`src/hdl/rec_pkg.sv`:
```
// Shared types and constants for the rotary encoder with click classifier.
// No dependencies; every other file in hdl/ refers to this package by scope.
package rec_pkg;

  localparam int COUNT_WIDTH_DEF = 16;
  localparam int QUEUE_DEPTH     = 4;
  localparam int TIME_W          = 32;
  localparam int CFG_W           = 16;
  localparam int CFG_ADDR_W      = 2;
  localparam int POS_W           = 16;
  localparam int IN_TDATA_W      = 40;
  localparam int OUT_TDATA_W     = 16;

  // input selector codes
  localparam logic [1:0] FUNC_A_EDGE   = 2'd0;
  localparam logic [1:0] FUNC_KEY_EDGE = 2'd1;
  localparam logic [1:0] FUNC_CHECK    = 2'd2;

  // decoded item kinds
  localparam logic [1:0] KIND_NOP      = 2'd0;
  localparam logic [1:0] KIND_A_EDGE   = 2'd1;
  localparam logic [1:0] KIND_KEY_EDGE = 2'd2;
  localparam logic [1:0] KIND_CHECK    = 2'd3;

  // key event codes
  localparam logic [1:0] EV_NONE   = 2'd0;
  localparam logic [1:0] EV_SINGLE = 2'd1;
  localparam logic [1:0] EV_DOUBLE = 2'd2;
  localparam logic [1:0] EV_LONG   = 2'd3;

  // configuration register indexes
  localparam logic [CFG_ADDR_W-1:0] REG_DEBOUNCE  = 2'd0;
  localparam logic [CFG_ADDR_W-1:0] REG_LONG      = 2'd1;
  localparam logic [CFG_ADDR_W-1:0] REG_DOUBLE    = 2'd2;

  localparam logic [CFG_W-1:0] DEBOUNCE_RST = 16'd10;
  localparam logic [CFG_W-1:0] LONG_RST     = 16'd500;
  localparam logic [CFG_W-1:0] DOUBLE_RST   = 16'd300;

  typedef struct packed {
    logic [1:0]        kind;
    logic              a_level;
    logic              b_level;
    logic              key_pin;
    logic [TIME_W-1:0] time_ms;
  } item_t;

  typedef struct packed {
    logic full;
    logic empty;
  } q_stat_t;

endpackage

```
`src/hdl/rec_front.sv`:
```
// Front stage: accepts input beats, decodes the selector into an item kind.
// Depends on rec_pkg; feeds rec_queue.
module rec_front (
  input  logic                             clk,
  input  logic                             rst_n,
  input  logic                             in_tvalid,
  output logic                             in_tready,
  input  logic [rec_pkg::IN_TDATA_W-1:0]   in_tdata,
  input  logic [1:0]                       in_tuser,
  input  rec_pkg::q_stat_t                 q_stat,
  output logic                             push,
  output rec_pkg::item_t                   push_item
);

  logic           front_valid_r;
  logic           front_valid_nxt;
  rec_pkg::item_t front_item_r;
  rec_pkg::item_t front_item_nxt;
  logic           accept;

  assign push      = front_valid_r && !q_stat.full;
  assign in_tready = !front_valid_r || !q_stat.full;
  assign accept    = in_tvalid && in_tready;
  assign push_item = front_item_r;

  always_comb begin
    front_item_nxt           = front_item_r;
    front_item_nxt.a_level   = in_tdata[0];
    front_item_nxt.b_level   = in_tdata[1];
    front_item_nxt.key_pin   = in_tdata[2];
    front_item_nxt.time_ms   = in_tdata[3 +: rec_pkg::TIME_W];
    unique case (in_tuser)
      rec_pkg::FUNC_A_EDGE:   front_item_nxt.kind = rec_pkg::KIND_A_EDGE;
      rec_pkg::FUNC_KEY_EDGE: front_item_nxt.kind = rec_pkg::KIND_KEY_EDGE;
      rec_pkg::FUNC_CHECK:    front_item_nxt.kind = rec_pkg::KIND_CHECK;
      default:                front_item_nxt.kind = rec_pkg::KIND_NOP;
    endcase
  end

  always_comb begin
    front_valid_nxt = front_valid_r;
    if (accept) begin
      front_valid_nxt = 1'b1;
    end else if (push) begin
      front_valid_nxt = 1'b0;
    end
  end

  always_ff @(posedge clk) begin
    if (!rst_n) begin
      front_valid_r <= 1'b0;
    end else begin
      front_valid_r <= front_valid_nxt;
    end
  end

  always_ff @(posedge clk) begin
    if (accept) begin
      front_item_r <= front_item_nxt;
    end
  end

endmodule

```
`src/hdl/rec_queue.sv`:
```
// Short queue of decoded items between the front and back stages.
// Depends on rec_pkg for the item type and depth.
module rec_queue (
  input  logic             clk,
  input  logic             rst_n,
  input  logic             push,
  input  rec_pkg::item_t   push_item,
  input  logic             pop,
  output rec_pkg::item_t   pop_item,
  output rec_pkg::q_stat_t q_stat
);

  localparam int PTR_W = $clog2(rec_pkg::QUEUE_DEPTH);
  localparam int CNT_W = $clog2(rec_pkg::QUEUE_DEPTH + 1);
  localparam logic [PTR_W-1:0] LAST_PTR = PTR_W'(rec_pkg::QUEUE_DEPTH - 1);
  localparam logic [CNT_W-1:0] FULL_CNT = CNT_W'(rec_pkg::QUEUE_DEPTH);

  rec_pkg::item_t   mem [rec_pkg::QUEUE_DEPTH];
  logic [PTR_W-1:0] wr_ptr_r;
  logic [PTR_W-1:0] rd_ptr_r;
  logic [CNT_W-1:0] count_r;
  logic [CNT_W-1:0] count_nxt;

  assign q_stat.full  = (count_r == FULL_CNT);
  assign q_stat.empty = (count_r == '0);
  assign pop_item     = mem[rd_ptr_r];

  always_comb begin
    count_nxt = count_r;
    if (push && !pop) begin
      count_nxt = count_r + CNT_W'(1);
    end else if (pop && !push) begin
      count_nxt = count_r - CNT_W'(1);
    end
  end

  always_ff @(posedge clk) begin
    if (!rst_n) begin
      wr_ptr_r <= '0;
      rd_ptr_r <= '0;
      count_r  <= '0;
    end else begin
      count_r <= count_nxt;
      if (push) begin
        wr_ptr_r <= (wr_ptr_r == LAST_PTR) ? '0 : wr_ptr_r + PTR_W'(1);
      end
      if (pop) begin
        rd_ptr_r <= (rd_ptr_r == LAST_PTR) ? '0 : rd_ptr_r + PTR_W'(1);
      end
    end
  end

  always_ff @(posedge clk) begin
    if (push) begin
      mem[wr_ptr_r] <= push_item;
    end
  end

endmodule

```
`src/hdl/rec_back.sv`:
```
// Back stage: quadrature count, key debounce and click classification,
// configuration registers and the output register. Depends on rec_pkg.
module rec_back #(
  parameter int COUNT_WIDTH = rec_pkg::COUNT_WIDTH_DEF
) (
  input  logic                             clk,
  input  logic                             rst_n,
  input  logic                             cfg_we,
  input  logic [rec_pkg::CFG_ADDR_W-1:0]   cfg_addr,
  input  logic [rec_pkg::CFG_W-1:0]        cfg_wdata,
  input  rec_pkg::q_stat_t                 q_stat,
  input  rec_pkg::item_t                   pop_item,
  output logic                             pop,
  output logic                             out_tvalid,
  input  logic                             out_tready,
  output logic [rec_pkg::OUT_TDATA_W-1:0]  out_tdata,
  output logic [2:0]                       out_tuser
);

  localparam int TW = rec_pkg::TIME_W;

  logic [rec_pkg::CFG_W-1:0] debounce_r;
  logic [rec_pkg::CFG_W-1:0] long_limit_r;
  logic [rec_pkg::CFG_W-1:0] double_win_r;

  logic                   a_armed_r,    a_armed_nxt;
  logic                   b_at_fall_r,  b_at_fall_nxt;
  logic [COUNT_WIDTH-1:0] detent_r,     detent_nxt;
  logic [TW-1:0]          last_key_r,   last_key_nxt;
  logic                   key_down_r,   key_down_nxt;
  logic [TW-1:0]          press_start_r, press_start_nxt;
  logic [1:0]             clicks_r,     clicks_nxt;
  logic [TW-1:0]          first_click_r, first_click_nxt;
  logic [1:0]             ev_nxt;
  logic [1:0]             clicks_inc;

  logic [TW-1:0] dt_last;
  logic [TW-1:0] dt_press;
  logic [TW-1:0] dt_first;

  logic                         out_valid_r;
  logic [rec_pkg::POS_W-1:0]    position_r;
  logic [1:0]                   ev_r;

  assign pop        = !q_stat.empty && (!out_valid_r || out_tready);
  assign out_tvalid = out_valid_r;
  assign out_tdata  = position_r;
  assign out_tuser  = {ev_r, ev_r != rec_pkg::EV_NONE};

  assign dt_last    = pop_item.time_ms - last_key_r;
  assign dt_press   = pop_item.time_ms - press_start_r;
  assign dt_first   = pop_item.time_ms - first_click_r;
  assign clicks_inc = clicks_r + 2'd1;

  always_comb begin
    a_armed_nxt     = a_armed_r;
    b_at_fall_nxt   = b_at_fall_r;
    detent_nxt      = detent_r;
    last_key_nxt    = last_key_r;
    key_down_nxt    = key_down_r;
    press_start_nxt = press_start_r;
    clicks_nxt      = clicks_r;
    first_click_nxt = first_click_r;
    ev_nxt          = rec_pkg::EV_NONE;
    unique case (pop_item.kind)
      rec_pkg::KIND_A_EDGE: begin
        if (!pop_item.a_level && !a_armed_r) begin
          a_armed_nxt   = 1'b1;
          b_at_fall_nxt = pop_item.b_level;
        end else if (pop_item.a_level && a_armed_r) begin
          a_armed_nxt = 1'b0;
          if (b_at_fall_r && !pop_item.b_level) begin
            detent_nxt = detent_r + COUNT_WIDTH'(1);
          end else if (!b_at_fall_r && pop_item.b_level) begin
            detent_nxt = detent_r - COUNT_WIDTH'(1);
          end
        end
      end
      rec_pkg::KIND_KEY_EDGE: begin
        if (dt_last >= TW'(debounce_r)) begin
          last_key_nxt = pop_item.time_ms;
          if (!pop_item.key_pin && !key_down_r) begin
            key_down_nxt    = 1'b1;
            press_start_nxt = pop_item.time_ms;
          end else if (pop_item.key_pin && key_down_r) begin
            key_down_nxt = 1'b0;
            if (dt_press >= TW'(long_limit_r)) begin
              ev_nxt     = rec_pkg::EV_LONG;
              clicks_nxt = 2'd0;
            end else begin
              clicks_nxt = clicks_inc;
              if (clicks_inc == 2'd1) begin
                first_click_nxt = pop_item.time_ms;
              end else if (clicks_inc == 2'd2) begin
                ev_nxt     = (dt_first < TW'(double_win_r)) ? rec_pkg::EV_DOUBLE
                                                           : rec_pkg::EV_SINGLE;
                clicks_nxt = 2'd0;
              end
            end
          end
        end
      end
      rec_pkg::KIND_CHECK: begin
        if (clicks_r == 2'd1 && dt_first > TW'(double_win_r)) begin
          ev_nxt     = rec_pkg::EV_SINGLE;
          clicks_nxt = 2'd0;
        end
      end
      default: begin
      end
    endcase
  end

  always_ff @(posedge clk) begin
    if (!rst_n) begin
      debounce_r   <= rec_pkg::DEBOUNCE_RST;
      long_limit_r <= rec_pkg::LONG_RST;
      double_win_r <= rec_pkg::DOUBLE_RST;
    end else if (cfg_we) begin
      unique case (cfg_addr)
        rec_pkg::REG_DEBOUNCE: debounce_r   <= cfg_wdata;
        rec_pkg::REG_LONG:     long_limit_r <= cfg_wdata;
        rec_pkg::REG_DOUBLE:   double_win_r <= cfg_wdata;
        default: begin
        end
      endcase
    end
  end

  always_ff @(posedge clk) begin
    if (!rst_n) begin
      a_armed_r     <= 1'b0;
      b_at_fall_r   <= 1'b0;
      detent_r      <= '0;
      last_key_r    <= '0;
      key_down_r    <= 1'b0;
      press_start_r <= '0;
      clicks_r      <= 2'd0;
      first_click_r <= '0;
      out_valid_r   <= 1'b0;
    end else begin
      if (pop) begin
        a_armed_r     <= a_armed_nxt;
        b_at_fall_r   <= b_at_fall_nxt;
        detent_r      <= detent_nxt;
        last_key_r    <= last_key_nxt;
        key_down_r    <= key_down_nxt;
        press_start_r <= press_start_nxt;
        clicks_r      <= clicks_nxt;
        first_click_r <= first_click_nxt;
        out_valid_r   <= 1'b1;
      end else if (out_tready) begin
        out_valid_r <= 1'b0;
      end
    end
  end

  always_ff @(posedge clk) begin
    if (pop) begin
      position_r <= rec_pkg::POS_W'(detent_nxt);
      ev_r       <= ev_nxt;
    end
  end

endmodule

```
`src/hdl/rotary_encoder_with_click_classifier.sv`:
```
// Rotary encoder with click classifier, top level: front, queue and back.
// Path: a beat is held in the front register, written into a queue entry and
// then captured in the back stage's output register that drives out_tvalid.
// Throughput: one beat per cycle while the output is not stalled; the four-entry
// queue and output register absorb stalls. Synchronous active-low rst_n clears
// valid flags, decoder state, queue pointers; cfg regs load 10, 500 and 300 ms.
module rotary_encoder_with_click_classifier #(
  parameter int COUNT_WIDTH = rec_pkg::COUNT_WIDTH_DEF
) (
  input  logic                             clk,
  input  logic                             rst_n,
  input  logic                             cfg_we,
  input  logic [rec_pkg::CFG_ADDR_W-1:0]   cfg_addr,
  input  logic [rec_pkg::CFG_W-1:0]        cfg_wdata,
  input  logic                             in_tvalid,
  output logic                             in_tready,
  // a_level, b_level, key_pin, time_ms[31:0], zero pad
  input  logic [rec_pkg::IN_TDATA_W-1:0]   in_tdata,
  // func[1:0]
  input  logic [1:0]                       in_tuser,
  output logic                             out_tvalid,
  input  logic                             out_tready,
  // position[15:0]
  output logic [rec_pkg::OUT_TDATA_W-1:0]  out_tdata,
  // event_valid, event_kind[1:0]
  output logic [2:0]                       out_tuser
);

  rec_pkg::q_stat_t q_stat;
  rec_pkg::item_t   push_item;
  rec_pkg::item_t   pop_item;
  logic             push;
  logic             pop;

  rec_front u_front (
    .clk       (clk),
    .rst_n     (rst_n),
    .in_tvalid (in_tvalid),
    .in_tready (in_tready),
    .in_tdata  (in_tdata),
    .in_tuser  (in_tuser),
    .q_stat    (q_stat),
    .push      (push),
    .push_item (push_item)
  );

  rec_queue u_queue (
    .clk       (clk),
    .rst_n     (rst_n),
    .push      (push),
    .push_item (push_item),
    .pop       (pop),
    .pop_item  (pop_item),
    .q_stat    (q_stat)
  );

  rec_back #(
    .COUNT_WIDTH (COUNT_WIDTH)
  ) u_back (
    .clk        (clk),
    .rst_n      (rst_n),
    .cfg_we     (cfg_we),
    .cfg_addr   (cfg_addr),
    .cfg_wdata  (cfg_wdata),
    .q_stat     (q_stat),
    .pop_item   (pop_item),
    .pop        (pop),
    .out_tvalid (out_tvalid),
    .out_tready (out_tready),
    .out_tdata  (out_tdata),
    .out_tuser  (out_tuser)
  );

  a_flag_matches_kind: assert property (@(posedge clk) disable iff (!rst_n)
    out_tvalid |-> (out_tuser[0] == (out_tuser[2:1] != rec_pkg::EV_NONE)))
    else $error("event flag and event kind disagree");

  a_queue_status: assert property (@(posedge clk) disable iff (!rst_n)
    !(q_stat.full && q_stat.empty))
    else $error("queue full and empty at once");

  a_no_pop_empty: assert property (@(posedge clk) disable iff (!rst_n)
    pop |-> !q_stat.empty)
    else $error("pop from empty queue");

  a_stall_cause: assert property (@(posedge clk) disable iff (!rst_n)
    !in_tready |-> q_stat.full)
    else $error("input stalled with room in queue");

endmodule
```
`config.mk`:
```
export PLATFORM = sky130hd
export DESIGN_NAME = rotary_encoder_with_click_classifier
export DESIGN_NICKNAME = d
export VERILOG_FILES = /design/src/hdl/rec_pkg.sv /design/src/hdl/rec_front.sv /design/src/hdl/rec_queue.sv /design/src/hdl/rec_back.sv /design/src/hdl/rotary_encoder_with_click_classifier.sv
export SDC_FILE = /design/constraint.sdc
export NUM_CORES = 1
export LEC_CHECK = 0
export BUFFER_PORTS_ARGS = -buffer_cell sky130_fd_sc_hd__buf_4
export CAP_MARGIN = 15
export CORE_ASPECT_RATIO = 1.1
export CORE_MARGIN = 8
export CORE_UTILIZATION = 57
export DETAILED_ROUTE_END_ITERATION = 8
export PLACE_DENSITY = 0.87
export SLEW_MARGIN = 30
export SYNTH_ARGS = -nofsm -noshare
export SYNTH_HDL_FRONTEND = slang
export SYNTH_SLANG_ARGS = --single-unit
```
`constraint.sdc`:
```
create_clock -name clk -period 5.8 [get_ports clk]
set_input_delay 1.16 -clock clk [delete_from_list [all_inputs] [get_ports clk]]
set_output_delay 1.16 -clock clk [all_outputs]
set_load 0.05 [all_outputs]
```
After elaboration in Yosys (flattened, before gate mapping)
Memories as Yosys holds them, arrays and structs flattened. A register that Yosys moved wholly into a read port is not among the register bits. Cells that the tools add are included.

Input port bits: 65. Memories: 1. Output and inout port bits: 21. Logic and storage cells: 142. Bits in writable memories: 148. Flip-flop bits (word level): 229.

Equal/unequal tests: 17. Order comparisons: 4. Bitwise operators: 2. Add/sub/neg operators: 10. Multiplexer cells: 39. Reductions and logical operators: 46.

Memories: u_queue.mem (depth 4, width 37, read ports 1, clocked after memory_dff 1, wr ports 1, RTL line rec_queue.sv:18) `rec_pkg::item_t mem [rec_pkg::QUEUE_DEPTH];`.

Operator list (count): subtractor 32 bit (3); two-way mux 16 bit (5); >= comparator 32 x 16 -> 1 bit (2); two-way mux 2 bit (18); > comparator 32 x 16 -> 1 bit (1); less-than comparator 32 x 16 -> 1 bit (1); adder 16 x 1 -> 16 bit, second input constant (1); subtractor 16 x 1 -> 16 bit, second input constant (1); == test 2 bit, second input constant (7); nonzero test 2 bit (7); logical AND 1 bit (12); logical NOT 1 bit (12); two-way mux 1 bit (11); == test 2 x 1 -> 1 bit, second input constant (5); AND reduction 3 bit (3); one-hot mux 2 bit (2 select lines) (2); AND reduction 4 bit (2); AND reduction 7 bit (1); adder 2 x 1 -> 2 bit, second input constant (3); two-way mux 3 bit (2); != test 2 x 1 -> 1 bit, second input constant (3); one-hot mux 2 bit (3 select lines) (1); AND reduction 2 bit (3); AND reduction 6 bit (1); other kinds (8) (11).

Logic depth before layout (Yosys ltp)
Depth after elaboration: 10. Depth in mapped cells: 28. Mapped depth without buffers: 24.

By module
A second synthesis with hierarchy kept.

Cells, all modules: 2176. Area total of the unflattened synthesis: 21962.3 um^2.

By module, submodules not included: rec_back (seq. area each 3863.7 um^2, cells an instance 1889, times used 1, area an instance 14895.5 um^2); rec_queue (seq. area each 4624.4 um^2, cells an instance 237, times used 1, area an instance 5853.1 um^2); rec_front (seq. area each 1131.1 um^2, cells an instance 50, times used 1, area an instance 1213.7 um^2).

Least setup slack after synthesis
No wires, ideal clock.

Path type: reg-to-reg. Start point: reg (tool-made name). End point: reg u_back.first_click_r[10]. Arrival: 6.200 ns. Setup slack: -0.519 ns. Data required time: 5.681 ns. Library setup time: 0.119 ns. Period minus slack after synthesis: 6.319 ns. Path buffers: 4. Stages on the path, launching flop included: 29. Cell sequence: dfxtp_1 buf_6 buf_1 mux4_2 inv_1 ha_1 inv_1 fa_1 a211oi_1 o21ai_0 o211ai_1 nand2_1 nand2_1 nand2_1 a21oi_1 xnor2_1 ha_1 a21o_1 a21oi_1 o21a_1 o41ai_1 a211o_1 a2111oi_2 nand4_1 or4_4 or4_4 buf_6 buf_8 mux2i_1.

RTL lines: to (signal assigned) (RTL line rec_back.sv:150) `first_click_r <= first_click_nxt;`; to (decl) (RTL line rec_back.sv:33) `logic [TW-1:0] first_click_r, first_click_nxt;`.

==> flow_summary.toml <==
[timing]
rsz0062_at_grt = "true"
fmax_ghz = 0.1677
hold_viol = 0
fin_crit_sh_pct = 102.8
fin_ws_ns = -0.1642
final_max_slew_viol_count = 0
clock_skew_ns = 0.02156
setup_viol = 32
timing.setup.tns_ns = -4.038
max_slew_margin_pct = 35.36
tightest_slew_ns = 0.9681
period_needed_ns = 5.964

[cts]
root_buffer = "clkbuf_16"
cts_made_buffers = 37
cts_tree = "done"
clkTransAtPathRegs_ns = 0.07
clkLatencyLatePin_ns = 0.55
htree_levels = 2
clockBufferDepth = 3
cts.sinks = 379

[critical_path]
start_kind = "register"
cp.required_ns = 6.22
cpLargestDelayFamily = "compound AO/OA/AOI/OAI gates"
critical_path_class = "reg -> reg"
endpoint_kind = "register"
slowest_delay_ns = 0.62
path_buf_inv = 4
worstPathArrival_ns = 6.38
path_max_fanout = 8
crit_slowest_cell = "or4_4"
crit_chain = "buf_8, buf_4, mux4_2, ha_4, nand2_1, a2111oi_4, nor2_2, o21ai_2, xor2_2, ha_1, a21o_1, a21oi_1, o21a_1, o41ai_4, a211o_1, a2111oi_4, nand4_1, or4_4, or4_4, buf_6, buf_16, mux2i_1"

[floorplanning]
core_region_area_sq_um = 37820
die_area_sq_um = 44550
row_count = 75
die_h_um = 220.6
die_width_um = 202.0
start_util_pct = 57.35
io_pins = 86

[pwr]
p_sw_share_pct = 43.75
p_leak_nw = 9.951
seq_power_share_pct = 22.0
power_frac_comb_pct = 61.9
p_switching_mw = 6.576
internal-power_mw = 8.453
p_clk_share_pct = 16.2
vdd_drop_max_v = 0.0003706
power.density_nw_per_um2 = 588.9

[place]
gp_congestion = 0.9573
dp.final_hpwl_um = 41920
port-buffer-count = 80

[drt]
vias_per_cell = 6.112
ant_nets = 0
dr.pass1.iters = 6
detail_route.iter0.violations = 1524
finalWirelength_um = 59400
drc = 0
vias = 17950
wire_per_inst_um = 20.23

[synthesis]
synth_common_cells = "295 x nand2_1, 211 x a21oi_1, 203 x edfxtp_1"
synth_ff_type = "edfxtp_1"
synthMuxAreaShare_pct = 7.373
synth.largest_area_cell = "edfxtp_1"
synth_area_leaders = "edfxtp_1 28%, dfxtp_1 16%, ha_1 9.1%"
synth_xor_area_share_pct = 3.392
syn-num-nets = 2455
synth_fa_ha_area_share_pct = 9.427
ys_types = 81
seq_area_frac_synth_pct = 44.35
synth_top_family_by_area = "compound AO/OA/AOI/OAI gates"
avgSynthCellArea_sq_um = 9.729
synth_compound_area_share_pct = 15.89
synth-seq-cells = 379
synth_top_area_share_pct = 28.11
synth_edf_count = 203
yosysMostFrequentCell = "nand2_1"
yosys.area_share.simple_pct = 14.53
ys_async_sr_fraction_pct = 0
synth_cells = 2229
yosysWarnings = 0
syn-cell-area_sq_um = 21690

[run_status]
status = "finished with violations"
violations = "setup timing"

[cells_and_area]
drive_gt1_share_pct = 16.82
n_fill_cell = 2713
antennaDiodeCount = 0
nets = 2636
syn2layout_area_growth_pct = 17.69
fin_util_pct = 67.49

[grt]
grt_pass1_wl_um = 91810
first_global_vias = 17760
grt_max_degree = 92
grtUsageTotal_pct = 25.45
gr-total-overflow = 0
antenna_found_initial = 0

[hold_path]
min_path_type = "reg -> reg"
worstHoldStart = "u_back.debounce_r[14]"

[flow_run]
cap_violations = 0
[cell families after synthesis]
family	Yosys count
AO/OA/AOI/OAI	553
XOR/XNOR	84
adder cells (fa/ha/maj)	161
buffers and inverters	275
flip-flops	379
multiplexers	112
AND/OR/NAND/NOR	665
[metal layers]
metal / part of all wire [%] / global-route usage (%) / up-vias
li1: - / - / 8467
met1: 39 / 30.40 / 8592
met2: 50 / 45.15 / 698
met3: 5.7 / 2.460 / 195
met4: 5.5 / 13.59 / 0
met5: 0 / 0 / -
[area by class of cell]
class                           count  area, sq um  area share (%)
Clock inverter                     20        242.7          0.9510
Timing Repair Buffer              244         2022           7.922
Clock buffer                       46        979.7           3.838
Multi-Input combinational cell   1575        11380           44.58
Sequential cell                   379         9623           37.70
Tap cell                          500        625.6           2.451
Inverter                          173        651.9           2.554
[sequential cells by signal, indices dropped and copies added, names as in the netlist, named ones only]
register	cells
u_back.out_tdata	16
u_front.front_valid_r	1
u_back.key_down_r	1
u_back.last_key_r	32
u_back.debounce_r	16
u_back.a_armed_r	1
u_queue.rd_ptr_r	2
u_back.press_start_r	32
u_queue.count_r	3
u_back.long_limit_r	16
u_back.first_click_r	32
u_queue.wr_ptr_r	2
u_queue.mem	148
u_back.ev_r	2
u_back.detent_r	16
u_back.b_at_fall_r	1
u_front.push_item	37
u_back.clicks_r	2
u_back.out_tvalid	1
u_back.double_win_r	16
[cell usage in the layout, fill, tap and decap left out, types with 43 or more instances in the layout]
| master | Yosys | routed |
|---|---|---|
| dfxtp_1 | 176 | 175 |
| nand3_1 | 62 | 60 |
| ha_1 | 157 | 147 |
| nor2_1 | 102 | 100 |
| inv_1 | 172 | 170 |
| o21ai_0 | 117 | 111 |
| buf_4 | 0 | 226 |
| mux2i_1 | 72 | 69 |
| nand2_1 | 295 | 294 |
| a21o_1 | 43 | 43 |
| xnor2_1 | 48 | 47 |
| a21oi_1 | 211 | 205 |
| edfxtp_1 | 203 | 203 |
[worst paths after layout]
check / endpoint / slack, ns / depth (start not counted)
worst max register to register: u_back.first_click_r[21] / -0.16 / 22
worst min-delay path: u_back.debounce_r[14] / 0.45 / 2
worst min register to register: u_back.debounce_r[14] / 0.45 / 2
worst max-delay path: u_back.first_click_r[21] / -0.16 / 22
[power groups by stage]
stage | logic (mW) | clock network, mW | registers [mW]
floorplan | 5.58 | 0 | 3.53
global placement | 8.23 | 0 | 3.32
detailed placement | 8.46 | 0 | 3.34
CTS | 8.81 | 2.46 | 3.30
global route | 10.1 | 2.56 | 3.33
finish | 9.30 | 2.43 | 3.30
[what timing repair did]
action	CTS	global route
cloned	3	2
pin swaps	28	23
hold buffers	0	0
resized for setup	40	39
endpoints found under the setup margin	101	101
setup buffers	14	7
[worst register-to-register path, stage by stage, from the launching register on]
cell and delay, ns:
dfxtp_4 0.41, buf_8 0.13, buf_4 0.12, mux4_2 0.61, ha_4 0.32, nand2_1 0.10, a2111oi_4 0.40, nor2_2 0.08
o21ai_2 0.19, xor2_2 0.19, ha_1 0.30, a21o_1 0.20, a21oi_1 0.14, o21a_1 0.17, o41ai_4 0.11, a211o_1 0.34
a2111oi_4 0.23, nand4_1 0.15, or4_4 0.60, or4_4 0.62, buf_6 0.17, buf_16 0.14, mux2i_1 0.12
[per-stage QoR]
| step | std cells | power [mW] | setup slack (ns) | hold WS, ns | cell area [sq um] |
|---|---|---|---|---|---|
| 3_5_place_dp | 2846 | 11.81 | -0.4148 | 0.4491 | 23610 |
| 3_3_place_gp | 2846 | 11.55 | -0.2872 | 0.4451 | 23610 |
| 5_1_grt | 2937 | 15.94 | -0.3494 | 0.4736 | 25520 |
| 6_report | 2937 | 15.03 | -0.1642 | 0.4547 | 25520 |
| 4_1_cts | 2929 | 14.57 | -0.1295 | 0.4576 | 25220 |
| 2_1_floorplan | 2229 | 9.103 | 0.04327 | 0.4363 | 21730 |
(Power assumes the default switching activity.)
